<file path="src/sv/two_level_writeback_cache_defines.svh">
// assertion macros used by the request queue
`ifndef TWO_LEVEL_WRITEBACK_CACHE_DEFINES_SVH
`define TWO_LEVEL_WRITEBACK_CACHE_DEFINES_SVH
`ifndef SYNTHESIS
`define TLWBC_ASSERT(lbl, clk, rstn, prop, msg) \
	lbl: assert property (@(posedge clk) disable iff (!rstn) (prop)) else $error(msg);
`define TLWBC_NEVER(lbl, clk, rstn, cond, msg) \
	lbl: assert property (@(posedge clk) disable iff (!rstn) !(cond)) else $error(msg);
`else
`define TLWBC_ASSERT(lbl, clk, rstn, prop, msg)
`define TLWBC_NEVER(lbl, clk, rstn, cond, msg)
`endif
`endif

</file>
<file path="src/sv/tlwbc_pkg.sv">
// shared types and constants of the two-level cache
package tlwbc_pkg;
	localparam int ADDR_BITS   = 20;
	localparam int MEM_AW      = ADDR_BITS - 2;
	localparam int BK_WORDS    = 1 << MEM_AW;
	localparam int NT_W        = ADDR_BITS - 14;
	localparam int FT_W        = ADDR_BITS - 15;
	localparam int NEAR_LINES  = 256;
	localparam int FAR_LINES   = 512;
	localparam int BLK_WORDS   = 16;
	localparam int IDX1_W      = 8;
	localparam int IDX2_W      = 9;
	localparam int CYC_W       = 11;

	localparam logic [2:0] REG_L1_READ  = 3'd0;
	localparam logic [2:0] REG_L1_WRITE = 3'd1;
	localparam logic [2:0] REG_L2_READ  = 3'd2;
	localparam logic [2:0] REG_L2_WRITE = 3'd3;
	localparam logic [2:0] REG_MEM_READ = 3'd4;
	localparam logic [2:0] REG_MEM_WRITE = 3'd5;

	localparam logic OP_READ  = 1'b0;
	localparam logic OP_WRITE = 1'b1;

	typedef struct packed {
		logic [7:0] l1r;
		logic [7:0] l1w;
		logic [7:0] l2r;
		logic [7:0] l2w;
		logic [7:0] memr;
		logic [7:0] memw;
	} cost_t;

	typedef struct packed {
		logic                   wr;
		logic                   err;
		logic [ADDR_BITS-1:2]   addr;
		logic [31:0]            wdata;
	} req_t;

	typedef struct packed {
		logic            v;
		logic            d;
		logic [NT_W-1:0] tag;
	} nmeta_t;

	typedef struct packed {
		logic            v;
		logic            d;
		logic [FT_W-1:0] tag;
	} fmeta_t;
endpackage

</file>
<file path="src/sv/tlwbc_queue.sv">
// two-entry request queue between front and back end
`include "two_level_writeback_cache_defines.svh"
module tlwbc_queue (
	input  logic            clk,
	input  logic            arst_n,
	input  logic            push,
	input  tlwbc_pkg::req_t push_data,
	output logic            ready,
	output logic            valid,
	input  logic            pop,
	output tlwbc_pkg::req_t pop_data
);
	import tlwbc_pkg::*;

	req_t       ent_q [2];
	logic       wp_q;
	logic       rp_q;
	logic [1:0] cnt_q;

	assign ready    = cnt_q != 2'd2;
	assign valid    = cnt_q != 2'd0;
	assign pop_data = ent_q[rp_q];

	always_ff @(posedge clk) begin
		if (push) begin
			ent_q[wp_q] <= push_data;
		end
	end

	always_ff @(posedge clk or negedge arst_n) begin
		if (!arst_n) begin
			wp_q  <= 1'b0;
			rp_q  <= 1'b0;
			cnt_q <= 2'd0;
		end else begin
			if (push) wp_q <= ~wp_q;
			if (pop) rp_q <= ~rp_q;
			cnt_q <= cnt_q + {1'b0, push} - {1'b0, pop};
		end
	end

	`TLWBC_NEVER(a_cnt_range, clk, arst_n, cnt_q == 2'd3, "queue count out of range")
	`TLWBC_NEVER(a_no_overflow, clk, arst_n, push && cnt_q == 2'd2, "push into full queue")
	`TLWBC_NEVER(a_no_underflow, clk, arst_n, pop && cnt_q == 2'd0, "pop from empty queue")
	`TLWBC_ASSERT(a_ptr_gap, clk, arst_n, (cnt_q == 2'd1) == (wp_q != rp_q), "pointers disagree with count")
endmodule

</file>
<file path="config.mk">
export PLATFORM = sky130hd
export DESIGN_NAME = tlwbc_queue
export DESIGN_NICKNAME = d
export VERILOG_FILES = /design/src/sv/tlwbc_pkg.sv /design/src/sv/tlwbc_queue.sv
export VERILOG_INCLUDE_DIRS = /design/src /design/src/sv
export SDC_FILE = /design/constraint.sdc
export NUM_CORES = 1
export LEC_CHECK = 0
export BUFFER_PORTS_ARGS = -buffer_cell sky130_fd_sc_hd__buf_2
export CORE_UTILIZATION = 50
export DETAILED_ROUTE_END_ITERATION = 7
export PLACE_DENSITY = 0.76
export SYNTH_ARGS = -nofsm -noshare
export SYNTH_HDL_FRONTEND = slang
export SYNTH_SLANG_ARGS = --single-unit
</file>
<file path="constraint.sdc">
create_clock -name clk -period 4.8 [get_ports clk]
set_input_delay 0.72 -clock clk [delete_from_list [all_inputs] [get_ports clk]]
set_output_delay 0.72 -clock clk [all_outputs]
set_load 0.01 [all_outputs]
</file>
==> flow_results.xml, run 1 <==
<?xml version="1.0" encoding="UTF-8"?>
<metrics>
  <group name="global_route">
    <metric name="grt_first_pass_wirelength" unit="mm">9.44</metric>
    <metric name="grtUsageTotal" unit="%">14.9</metric>
    <metric name="largest_net_degree_at_the_start_of_global_routing" unit="">54</metric>
    <metric name="grt_antenna_before_repair" unit="">0</metric>
    <metric name="first_global_vias" unit="">1967</metric>
    <metric name="global_route.overflow_total" unit="">0</metric>
  </group>
  <group name="die">
    <metric name="floorplan.core_area" unit="µm²">8180</metric>
    <metric name="placementRows" unit="">33</metric>
    <metric name="boundary_pin_count" unit="">110</metric>
    <metric name="horizontal_extent_of_the_die" unit="µm">93.7</metric>
    <metric name="die_area" unit="µm²">8780</metric>
    <metric name="dieHeight" unit="µm">93.7</metric>
    <metric name="initial_core_util" unit="%">51.4</metric>
  </group>
  <group name="sta">
    <metric name="total_count_of_max_transition_violations_in_the_final_report" unit="">0</metric>
    <metric name="clock.fmax" unit="GHz">0.363</metric>
    <metric name="timing.final.hold_violations" unit="">0</metric>
    <metric name="slew_headroom" unit="%">34.4</metric>
    <metric name="hold-worst-slack" unit="ns">0.151</metric>
    <metric name="report.final.setup_viol" unit="">0</metric>
    <metric name="clock_skew" unit="ns">0.00659</metric>
    <metric name="setup_repair_after_global_routing_missed_its_margin" unit="">false</metric>
    <metric name="timing_worst_slew_pin_value" unit="ns">0.984</metric>
    <metric name="final.setup.tns" unit="ns">0</metric>
    <metric name="final.period_utilization" unit="%">57.4</metric>
    <metric name="period_minus_slack" unit="ns">2.75</metric>
  </group>
  <group name="logic_synthesis">
    <metric name="synth_area_per_cell" unit="µm²">23.7</metric>
    <metric name="synthesis.area" unit="µm²">4200</metric>
    <metric name="synth_fp_nets" unit="">235</metric>
    <metric name="ys.warnings.count" unit="">0</metric>
    <metric name="synth_seq_cells" unit="">108</metric>
    <metric name="synth.distinct_cells" unit="">14</metric>
    <metric name="syn_inst" unit="">177</metric>
    <metric name="synth-seq-area-share" unit="%">76.7</metric>
  </group>
  <group name="status">
    <metric name="status" unit="">completed</metric>
  </group>
  <group name="placed_design">
    <metric name="numPortBuffers" unit="">109</metric>
    <metric name="place_congestion" unit="">0.651</metric>
    <metric name="place.detailed.hpwl" unit="mm">3.98</metric>
  </group>
  <group name="route">
    <metric name="postRouteWirelength" unit="mm">6.13</metric>
    <metric name="route.detailed.vias_per_inst" unit="">4.85</metric>
    <metric name="ant_nets" unit="">0</metric>
    <metric name="drc_errors" unit="">0</metric>
    <metric name="met3_wirelength" unit="µm">411</metric>
    <metric name="met1_length" unit="mm">2.55</metric>
    <metric name="routed_length_per_placed_instance" unit="µm">15.2</metric>
    <metric name="drt_iter0_drc" unit="">58</metric>
    <metric name="dr.max_layer_used" unit="">met4</metric>
    <metric name="dr_total_vias" unit="">1960</metric>
    <metric name="detailedRoute.firstPassIterationCount" unit="">4</metric>
    <metric name="met2WireLength" unit="mm">3.09</metric>
  </group>
  <group name="clock_tree">
    <metric name="clock-sinks" unit="">108</metric>
    <metric name="ctsHtreeMaxLevel" unit="">3</metric>
    <metric name="tritoncts" unit="">done</metric>
    <metric name="clockRootBuffer" unit="">clkbuf_8</metric>
    <metric name="buffer_depth_of_the_longest_clock_path" unit="">2</metric>
    <metric name="tritoncts.num_buffers" unit="">9</metric>
    <metric name="ctsResizeCount" unit="">0</metric>
    <metric name="postCtsSetupBuffers" unit="">0</metric>
    <metric name="clk_latency" unit="ns">0.36</metric>
    <metric name="cts.hold.buffers_added" unit="">0</metric>
    <metric name="cts.clk_slew.worst_paths" unit="ns">0.10</metric>
  </group>
  <group name="finish">
    <metric name="final_net_count" unit="">352</metric>
    <metric name="relative_area_change_from_synthesis_to_final_layout" unit="%">18.7</metric>
    <metric name="diodes" unit="">0</metric>
    <metric name="share_of_post_route_cells_with_drive_strength_above_1" unit="%">61.5</metric>
    <metric name="layout.cells.most_common" unit="">buf_2</metric>
    <metric name="most-common-layout-cells" unit="">109 x buf_2, 104 x edfxtp_1, 49 x mux2_4</metric>
    <metric name="layout_filler_cell_count" unit="">623</metric>
  </group>
  <group name="critical_path">
    <metric name="cp_data_arrival_time" unit="ns">2.03</metric>
    <metric name="start_kind" unit="">flop</metric>
    <metric name="worst_ep_required_time" unit="ns">4.08</metric>
    <metric name="critical_path.reg2reg.endpoint" unit="">ent_q[0][38]</metric>
    <metric name="worst_r2r_path_depth" unit="">2</metric>
    <metric name="regToRegSetupSlack" unit="ns">2.86</metric>
    <metric name="critical_path.max_fanout" unit="">53</metric>
    <metric name="critPathKind" unit="">flop to primary output</metric>
    <metric name="timing.critical_path.to_type" unit="">primary output</metric>
    <metric name="r2r-start" unit="">wp_q</metric>
  </group>
  <group name="power">
    <metric name="power.density_cell_area" unit="nW/µm²">552</metric>
    <metric name="p_leak" unit="µW">0.00203</metric>
    <metric name="ir_drop" unit="mV">0.518</metric>
  </group>
  <group name="worst_hold_path">
    <metric name="min_path_type" unit="">input port to asynchronous set/reset pin</metric>
  </group>
  <group name="job">
    <metric name="timing.max_cap.violations" unit="">0</metric>
  </group>
</metrics>
[synthesized netlist by cell type]
master	number	area share, %
mux2_4	49	18
nor2b_1	1	0.15
dfrtp_1	4	2.4
mux2_2	3	0.80
or2_2	1	0.15
buf_6	1	0.27
xor2_1	2	0.42
xor3_1	1	0.57
nand2b_1	1	0.15
and2_1	1	0.15
inv_1	2	0.18
buf_12	5	2.4
ha_1	2	0.60
edfxtp_1	104	74
[where the power goes]
group	switching (µW)	internal (µW)
Clock	304	197
Sequential	169	1250
Combinational	334	498
[kinds of logic (layout without fill, tap and decap cells)]
| group | after synthesis | in the layout | share of synthesized area, % |
|---|---|---|---|
| buffers and inverters | 8 | 130 | 2.83 |
| xor gates and xnor gates | 3 | 3 | 0.982 |
| adders and majority gates | 2 | 2 | 0.595 |
| muxes | 52 | 52 | 18.3 |
| and+or+nand+nor | 4 | 4 | 0.596 |
| DFF | 108 | 108 | 76.7 |
[critical path: stages, from the launching register on]
cell and delay (ns):
dfrtp_4 1.06, mux2_2 0.43, buf_2 0.14
[flip-flops by register name (all words and copies together), names as in the netlist]
| signal | cells |
|---|---|
| cnt_q | 2 |
| ent_q | 104 |
| rp_q | 1 |
| wp_q | 1 |
[layer usage]
| metal | track usage (%) | vias to the layer above |
|---|---|---|
| met5 | 0 | - |
| met4 | 7.69 | 0 |
| met3 | 3.96 | 9 |
| met2 | 24.2 | 73 |
| met1 | 18.3 | 947 |
| li1 | - | 931 |
[worst max path at each step]
stage / startpoint / end / slack [ns] / depth (start not counted)
floorplan: push / ent_q[0][0] / 1.31 / 1
global placement: push / ent_q[0][38] / 2.38 / 3
detailed placement: push / ent_q[0][39] / 2.37 / 3
CTS: rp_q / pop_data[1] / 2.01 / 2
global route: rp_q / pop_data[1] / 1.96 / 2
finish: rp_q / pop_data[1] / 2.05 / 2
[per-stage QoR]
step | cell area [µm²] | total power, µW | util, % | setup WS [ns] | instances
final | 4990 | 2750 | 61.0 | 2.05 | 404
after global routing | 4990 | 2900 | 61.0 | 1.96 | 404
after CTS | 4990 | 2790 | 61.0 | 2.01 | 404
after detailed placement | 4800 | 2290 | 58.8 | 2.37 | 388
after global placement | 4800 | 2280 | 58.8 | 2.38 | 388
after floorplan | 4200 | 2080 | - | 1.31 | 177
[layout make-up]
| class | count | area (µm²) | area share (%) |
|---|---|---|---|
| Inverter | 2 | 7.51 | 0.151 |
| Timing Repair Buffer | 112 | 568 | 11.4 |
| Clock buffer | 9 | 124 | 2.48 |
| Clock inverter | 7 | 60.1 | 1.20 |
| Sequential cell | 108 | 3230 | 64.7 |
| Tap cell | 105 | 131 | 2.63 |
| Multi-Input combinational cell | 61 | 870 | 17.4 |
Note: power is estimated with default switching activity, not from simulation.
==> run 2, diff against run 1 <==
- ABC_AREA: not set -> 1
- CORE_UTILIZATION: 50 -> 47
- clock period: 4.8 -> 2.4 ns (I/O delays scaled with it)
==> flow_results.xml, run 2 <==
<?xml version="1.0" encoding="UTF-8"?>
<metrics>
  <group name="clock_tree">
    <metric name="postCtsSetupBuffers" unit="">0</metric>
    <metric name="clk_latency" unit="ns">0.36</metric>
    <metric name="ctsHtreeMaxLevel" unit="">3</metric>
    <metric name="cts.clk_slew.worst_paths" unit="ns">0.10</metric>
    <metric name="tritoncts.num_buffers" unit="">9</metric>
    <metric name="buffer_depth_of_the_longest_clock_path" unit="">2</metric>
    <metric name="tritoncts" unit="">done</metric>
    <metric name="clockRootBuffer" unit="">clkbuf_8</metric>
    <metric name="clock-sinks" unit="">108</metric>
  </group>
  <group name="die">
    <metric name="initial_core_util" unit="%">49.0</metric>
    <metric name="dieHeight" unit="µm">95.0</metric>
    <metric name="boundary_pin_count" unit="">110</metric>
    <metric name="placementRows" unit="">33</metric>
    <metric name="floorplan.core_area" unit="µm²">8300</metric>
    <metric name="horizontal_extent_of_the_die" unit="µm">95.0</metric>
    <metric name="die_area" unit="µm²">9030</metric>
  </group>
  <group name="logic_synthesis">
    <metric name="ys.warnings.count" unit="">0</metric>
    <metric name="synthesis.area" unit="µm²">4070</metric>
    <metric name="synth_fp_nets" unit="">354</metric>
    <metric name="synth-seq-area-share" unit="%">79.2</metric>
    <metric name="yosys-top-cells-count" unit="">104 x edfxtp_1, 60 x nand2_1, 59 x inv_1, 43 x o21ai_0, 9 x o21ai_1</metric>
    <metric name="synthFlopType" unit="">edfxtp_1</metric>
    <metric name="most_instantiated_library_cell_after_synthesis" unit="">edfxtp_1</metric>
    <metric name="synth_area_per_cell" unit="µm²">13.7</metric>
    <metric name="synth_seq_cells" unit="">108</metric>
    <metric name="synth.largest_area_cell" unit="">edfxtp_1</metric>
    <metric name="synth.distinct_cells" unit="">13</metric>
    <metric name="ys_top_cells_by_area" unit="">edfxtp_1 77%, nand2_1 5.5%, inv_1 5.4%</metric>
    <metric name="syn_inst" unit="">296</metric>
    <metric name="synth.top_cell.area_share" unit="%">76.8</metric>
    <metric name="ys_async_sr_fraction" unit="%">3.70</metric>
    <metric name="synth_enable_flop_cells" unit="">104</metric>
  </group>
  <group name="route">
    <metric name="route.detailed.vias_per_inst" unit="">4.62</metric>
    <metric name="drt_iter0_drc" unit="">127</metric>
    <metric name="routed_length_per_placed_instance" unit="µm">12.9</metric>
    <metric name="dr_total_vias" unit="">2407</metric>
    <metric name="detailedRoute.firstPassIterationCount" unit="">4</metric>
    <metric name="drc_errors" unit="">0</metric>
    <metric name="ant_nets" unit="">0</metric>
    <metric name="postRouteWirelength" unit="mm">6.71</metric>
  </group>
  <group name="critical_path">
    <metric name="crit_buf_inv" unit="">2</metric>
    <metric name="r2r-start" unit="">wp_q</metric>
    <metric name="timing.critical_path.to_type" unit="">primary output</metric>
    <metric name="regToRegSetupSlack" unit="ns">0.86</metric>
    <metric name="cpMaxStageDelayCell" unit="">dfrtp_2</metric>
    <metric name="crit_family" unit="">flip-flops</metric>
    <metric name="cp_data_arrival_time" unit="ns">1.71</metric>
    <metric name="critical_path.reg2reg.endpoint" unit="">ent_q[1][22]</metric>
    <metric name="worst_path_largest_cell_delay" unit="ns">0.71</metric>
    <metric name="critical_path.max_fanout" unit="">56</metric>
    <metric name="start_kind" unit="">flop</metric>
    <metric name="worst_r2r_path_depth" unit="">3</metric>
    <metric name="timing.critical_path.cells" unit="">buf_12 -&gt; nand2_1 -&gt; o21ai_0 -&gt; buf_2</metric>
    <metric name="worst_ep_required_time" unit="ns">2.04</metric>
    <metric name="critPathKind" unit="">flop to primary output</metric>
  </group>
  <group name="placed_design">
    <metric name="numPortBuffers" unit="">109</metric>
    <metric name="place_congestion" unit="">0.740</metric>
    <metric name="place.detailed.hpwl" unit="mm">4.57</metric>
    <metric name="placement.setup.worst_slack" unit="ns">0.673</metric>
  </group>
  <group name="sta">
    <metric name="final.setup.tns" unit="ns">0</metric>
    <metric name="setup_repair_after_global_routing_missed_its_margin" unit="">false</metric>
    <metric name="hold-worst-slack" unit="ns">0.181</metric>
    <metric name="period_minus_slack" unit="ns">2.07</metric>
    <metric name="timing_worst_slew_pin_value" unit="ns">0.557</metric>
    <metric name="clock.fmax" unit="GHz">0.482</metric>
    <metric name="postLayoutSetupSlackWorst" unit="ns">0.326</metric>
    <metric name="report.final.setup_viol" unit="">0</metric>
    <metric name="final.period_utilization" unit="%">86.4</metric>
    <metric name="timing.final.hold_violations" unit="">0</metric>
    <metric name="total_count_of_max_transition_violations_in_the_final_report" unit="">0</metric>
    <metric name="slew_headroom" unit="%">62.8</metric>
    <metric name="clock_skew" unit="ns">0.0145</metric>
  </group>
  <group name="worst_hold_path">
    <metric name="min_path_type" unit="">input port to flop</metric>
    <metric name="worst_hold_path.endpoint" unit="">ent_q[0][13]</metric>
    <metric name="holdCritStartpoint" unit="">push_data[13]</metric>
    <metric name="whs_path_depth" unit="">1</metric>
  </group>
  <group name="power">
    <metric name="seqPwrFrac" unit="%">49.4</metric>
    <metric name="swShare" unit="%">32.3</metric>
    <metric name="intPower" unit="µW">3660</metric>
    <metric name="netSwitchingPower" unit="µW">1750</metric>
    <metric name="ir_drop" unit="mV">0.553</metric>
    <metric name="share_clk_of_total_power" unit="%">20.5</metric>
    <metric name="power.density_cell_area" unit="nW/µm²">1090</metric>
    <metric name="p_leak" unit="µW">0.00214</metric>
    <metric name="pwr-share-comb" unit="%">30.1</metric>
  </group>
  <group name="finish">
    <metric name="diodes" unit="">0</metric>
    <metric name="regMostFlops" unit="">ent_q</metric>
    <metric name="largest_registers_in_the_final_layout" unit="">ent_q x104, cnt_q x2</metric>
    <metric name="max_ffs_per_register" unit="">104</metric>
    <metric name="final_net_count" unit="">469</metric>
    <metric name="fin_util" unit="%">59.6</metric>
    <metric name="most-common-layout-cells" unit="">109 x buf_2, 104 x edfxtp_1, 60 x nand2_1</metric>
    <metric name="share_of_post_route_cells_with_drive_strength_above_1" unit="%">31.5</metric>
    <metric name="relative_area_change_from_synthesis_to_final_layout" unit="%">21.5</metric>
    <metric name="layout.cells.most_common" unit="">buf_2</metric>
  </group>
  <group name="global_route">
    <metric name="grt_antenna_before_repair" unit="">0</metric>
    <metric name="global_route.overflow_total" unit="">0</metric>
    <metric name="first_global_vias" unit="">2266</metric>
    <metric name="grtUsageTotal" unit="%">15.5</metric>
    <metric name="largest_net_degree_at_the_start_of_global_routing" unit="">57</metric>
    <metric name="grt_first_pass_wirelength" unit="mm">10.1</metric>
  </group>
  <group name="job">
    <metric name="timing.max_cap.violations" unit="">0</metric>
  </group>
  <group name="status">
    <metric name="status" unit="">completed</metric>
  </group>
</metrics>
[run 2: repair_timing]
action                    CTS  global route
hold buffers                1             0
resized for setup           0             0
hold endpoints to repair    4             0
[run 2: worst register-to-register path, cell delays in order, from the launching register on]
cell	delay, ns
dfrtp_1	0.43
nand2_1	0.09
inv_2	0.42
buf_12	0.29
[run 2: power groups by stage]
| stage | sequential, µW | combinational (µW) | clock (µW) |
|---|---|---|---|
| after CTS | 2670 | 1670 | 1130 |
| after global routing | 2710 | 1840 | 1190 |
| after global placement | 2700 | 1620 | 0 |
| final | 2670 | 1630 | 1110 |
| after floorplan | 2640 | 1080 | 0 |
| after detailed placement | 2710 | 1660 | 0 |
[run 2: kinds of logic (layout without fill, tap and decap cells)]
group | count (synthesis) | count (layout) | share of synthesized area, %
buf+inv | 70 | 190 | 7.59
simple gates | 62 | 62 | 5.75
xor+xnor | 2 | 2 | 0.431
flops | 108 | 108 | 79.2
compound gates | 52 | 52 | 6.40
fa+ha+maj | 2 | 2 | 0.615
[run 2: layout make-up]
type / instances / area, µm²
fillers: 667 / 3350
flip-flops and latches: 108 / 3220
repair buffers: 115 / 618
multi-input cells: 118 / 544
inverters: 59 / 221
clock buffers: 13 / 159
well taps: 105 / 131
clock inverters: 3 / 46.3
[run 2: worst max-delay path by stage]
stage                     from            to  slack, ns  cells past startpoint
after floorplan           wp_q   ent_q[0][0]       0.21                      1
after global placement    rp_q  pop_data[22]       0.71                      4
after detailed placement  rp_q  pop_data[22]       0.67                      4
after CTS                 rp_q  pop_data[22]       0.27                      4
after global routing      rp_q  pop_data[22]       0.14                      4
final                     rp_q  pop_data[36]       0.33                      4
[run 2: through the flow]
step                total power [µW]  cells  area [µm²]
floorplan                       3710    296        4070
global placement                4320    504        4730
detailed placement              4370    504        4730
CTS                             5470    521        4940
global route                    5740    521        4940
finish                          5400    521        4940
[run 2: per-layer routing]
metal / vias up / track usage, % / routed length (µm)
met2: 71 / 26.4 / 3450
met1: 1106 / 17.4 / 2710
met5: - / 0 / 0
met3: 13 / 4.55 / 399
met4: 0 / 8.71 / 146
li1: 1217 / - / -
==> run 3, diff against run 2 <==
- RECOVER_POWER: not set -> 25
==> flow_results.xml, run 3 (synthesis gave the netlist of run 2 again) <==
<?xml version="1.0" encoding="UTF-8"?>
<metrics>
  <group name="clock_tree">
    <metric name="tritoncts" unit="">done</metric>
    <metric name="clock-sinks" unit="">108</metric>
    <metric name="tritoncts.num_buffers" unit="">9</metric>
    <metric name="cts.clk_slew.worst_paths" unit="ns">0.10</metric>
    <metric name="buffer_depth_of_the_longest_clock_path" unit="">2</metric>
    <metric name="ctsHtreeMaxLevel" unit="">3</metric>
    <metric name="postCtsSetupBuffers" unit="">0</metric>
    <metric name="ctsResizeCount" unit="">0</metric>
    <metric name="clk_latency" unit="ns">0.36</metric>
    <metric name="clockRootBuffer" unit="">clkbuf_8</metric>
  </group>
  <group name="route">
    <metric name="postRouteWirelength" unit="mm">6.70</metric>
    <metric name="route.detailed.vias_per_inst" unit="">4.61</metric>
    <metric name="dr_total_vias" unit="">2402</metric>
    <metric name="routed_length_per_placed_instance" unit="µm">12.9</metric>
    <metric name="ant_nets" unit="">0</metric>
    <metric name="drt_iter0_drc" unit="">129</metric>
    <metric name="detailedRoute.firstPassIterationCount" unit="">4</metric>
    <metric name="drc_errors" unit="">0</metric>
  </group>
  <group name="sta">
    <metric name="timing.final.hold_violations" unit="">0</metric>
    <metric name="total_count_of_max_transition_violations_in_the_final_report" unit="">0</metric>
    <metric name="report.final.setup_viol" unit="">0</metric>
    <metric name="timing_worst_slew_pin_value" unit="ns">0.557</metric>
    <metric name="final.period_utilization" unit="%">86.4</metric>
    <metric name="postLayoutSetupSlackWorst" unit="ns">0.326</metric>
    <metric name="period_minus_slack" unit="ns">2.07</metric>
    <metric name="clock.fmax" unit="GHz">0.482</metric>
    <metric name="slew_headroom" unit="%">62.8</metric>
    <metric name="final.setup.tns" unit="ns">0</metric>
    <metric name="setup_repair_after_global_routing_missed_its_margin" unit="">false</metric>
    <metric name="clock_skew" unit="ns">0.0144</metric>
  </group>
  <group name="critical_path">
    <metric name="critical_path.max_fanout" unit="">56</metric>
    <metric name="regToRegSetupSlack" unit="ns">0.86</metric>
    <metric name="cp-endpoint" unit="">pop_data[36]</metric>
    <metric name="startpoint" unit="">rp_q</metric>
    <metric name="start_kind" unit="">flop</metric>
    <metric name="worst_r2r_path_depth" unit="">3</metric>
    <metric name="critPathKind" unit="">flop to primary output</metric>
    <metric name="cp_data_arrival_time" unit="ns">1.71</metric>
    <metric name="critical_path.reg2reg.endpoint" unit="">ent_q[1][22]</metric>
    <metric name="r2r-start" unit="">wp_q</metric>
    <metric name="worst_ep_required_time" unit="ns">2.04</metric>
    <metric name="timing.critical_path.to_type" unit="">primary output</metric>
  </group>
  <group name="finish">
    <metric name="layout.cells.most_common" unit="">edfxtp_1</metric>
    <metric name="diodes" unit="">0</metric>
    <metric name="largest_registers_in_the_final_layout" unit="">ent_q x104, cnt_q x2</metric>
    <metric name="share_of_post_route_cells_with_drive_strength_above_1" unit="%">28.4</metric>
    <metric name="layout_filler_cell_count" unit="">678</metric>
    <metric name="most-common-layout-cells" unit="">104 x edfxtp_1, 96 x buf_2, 60 x nand2_1</metric>
    <metric name="max_ffs_per_register" unit="">104</metric>
    <metric name="regMostFlops" unit="">ent_q</metric>
    <metric name="final_net_count" unit="">469</metric>
    <metric name="relative_area_change_from_synthesis_to_final_layout" unit="%">21.1</metric>
  </group>
  <group name="die">
    <metric name="die_area" unit="µm²">9030</metric>
    <metric name="initial_core_util" unit="%">49.0</metric>
    <metric name="dieHeight" unit="µm">95.0</metric>
    <metric name="placementRows" unit="">33</metric>
    <metric name="floorplan.core_area" unit="µm²">8300</metric>
    <metric name="boundary_pin_count" unit="">110</metric>
    <metric name="horizontal_extent_of_the_die" unit="µm">95.0</metric>
  </group>
  <group name="power">
    <metric name="power.density_cell_area" unit="nW/µm²">1100</metric>
    <metric name="p_leak" unit="µW">0.00211</metric>
    <metric name="netSwitchingPower" unit="µW">1750</metric>
    <metric name="pwr-share-comb" unit="%">30.1</metric>
    <metric name="ir_drop" unit="mV">0.554</metric>
    <metric name="share_clk_of_total_power" unit="%">20.5</metric>
    <metric name="intPower" unit="µW">3650</metric>
    <metric name="seqPwrFrac" unit="%">49.4</metric>
    <metric name="swShare" unit="%">32.3</metric>
  </group>
  <group name="placed_design">
    <metric name="place_congestion" unit="">0.740</metric>
    <metric name="place.detailed.hpwl" unit="mm">4.57</metric>
    <metric name="numPortBuffers" unit="">109</metric>
    <metric name="placement.setup.worst_slack" unit="ns">0.673</metric>
  </group>
  <group name="job">
    <metric name="timing.max_cap.violations" unit="">0</metric>
  </group>
  <group name="global_route">
    <metric name="grtUsageTotal" unit="%">15.5</metric>
    <metric name="global_route.overflow_total" unit="">0</metric>
    <metric name="grt_antenna_before_repair" unit="">0</metric>
    <metric name="grt_first_pass_wirelength" unit="mm">10.1</metric>
    <metric name="largest_net_degree_at_the_start_of_global_routing" unit="">57</metric>
    <metric name="first_global_vias" unit="">2266</metric>
  </group>
  <group name="worst_hold_path">
    <metric name="min_path_type" unit="">input port to flop</metric>
  </group>
  <group name="status">
    <metric name="status" unit="">completed</metric>
  </group>
</metrics>
run 3: worst min path at each step:
stage | startpoint | end | cells after the start
detailed placement | arst_n | cnt_q[0] | 1
global placement | arst_n | cnt_q[0] | 1
global route | push_data[7] | ent_q[1][7] | 1
floorplan | arst_n | cnt_q[0] | 0
CTS | push_data[13] | ent_q[0][13] | 1
finish | push_data[13] | ent_q[0][13] | 1
run 3: stage by stage:
step           total power, µW  util [%]  cells  hold WS [ns]  area [µm²]
3_5_place_dp              4370      57.0    504         0.173        4730
2_1_floorplan             3710         -    296        0.0644        4070
3_3_place_gp              4320      57.0    504         0.172        4730
4_1_cts                   5470      59.6    521         0.161        4940
6_report                  5400      59.4    521         0.179        4930
5_1_grt                   5730      59.4    521         0.162        4930
run 3: timing repair:
item,CTS,global route
setup endpoints to repair,0,0
hold endpoints to repair,4,0
hold buffers,1,0
run 3: routing by layer:
layer	GRT usage, %	up-vias	wire length [µm]
met5	0	-	0
met4	8.71	0	146
met3	4.55	13	390
met2	26.4	71	3450
met1	17.4	1103	2710
li1	-	1215	-
run 3: cell type report:
type,instances,area (µm²),area share [%]
tap,105,131,2.67
clock buffer,13,159,3.22
inverter,59,221,4.49
clock inverter,3,46.3,0.939
multi-input combinational,118,544,11.0
timing repair buffer,115,602,12.2
sequential,108,3220,65.4
run 3: worst max-delay path, cell delays in order (launching register included):
cell and delay [ns]:
dfrtp_2 0.71, buf_12 0.29, nand2_1 0.07, o21ai_0 0.10
buf_2 0.17
run 3: power groups by stage:
stage	logic, µW	clock network (µW)	registers (µW)
6_report	1620	1110	2670
5_1_grt	1830	1190	2710
4_1_cts	1670	1130	2670
3_5_place_dp	1660	0	2710
3_3_place_gp	1620	0	2700
2_1_floorplan	1080	0	2640
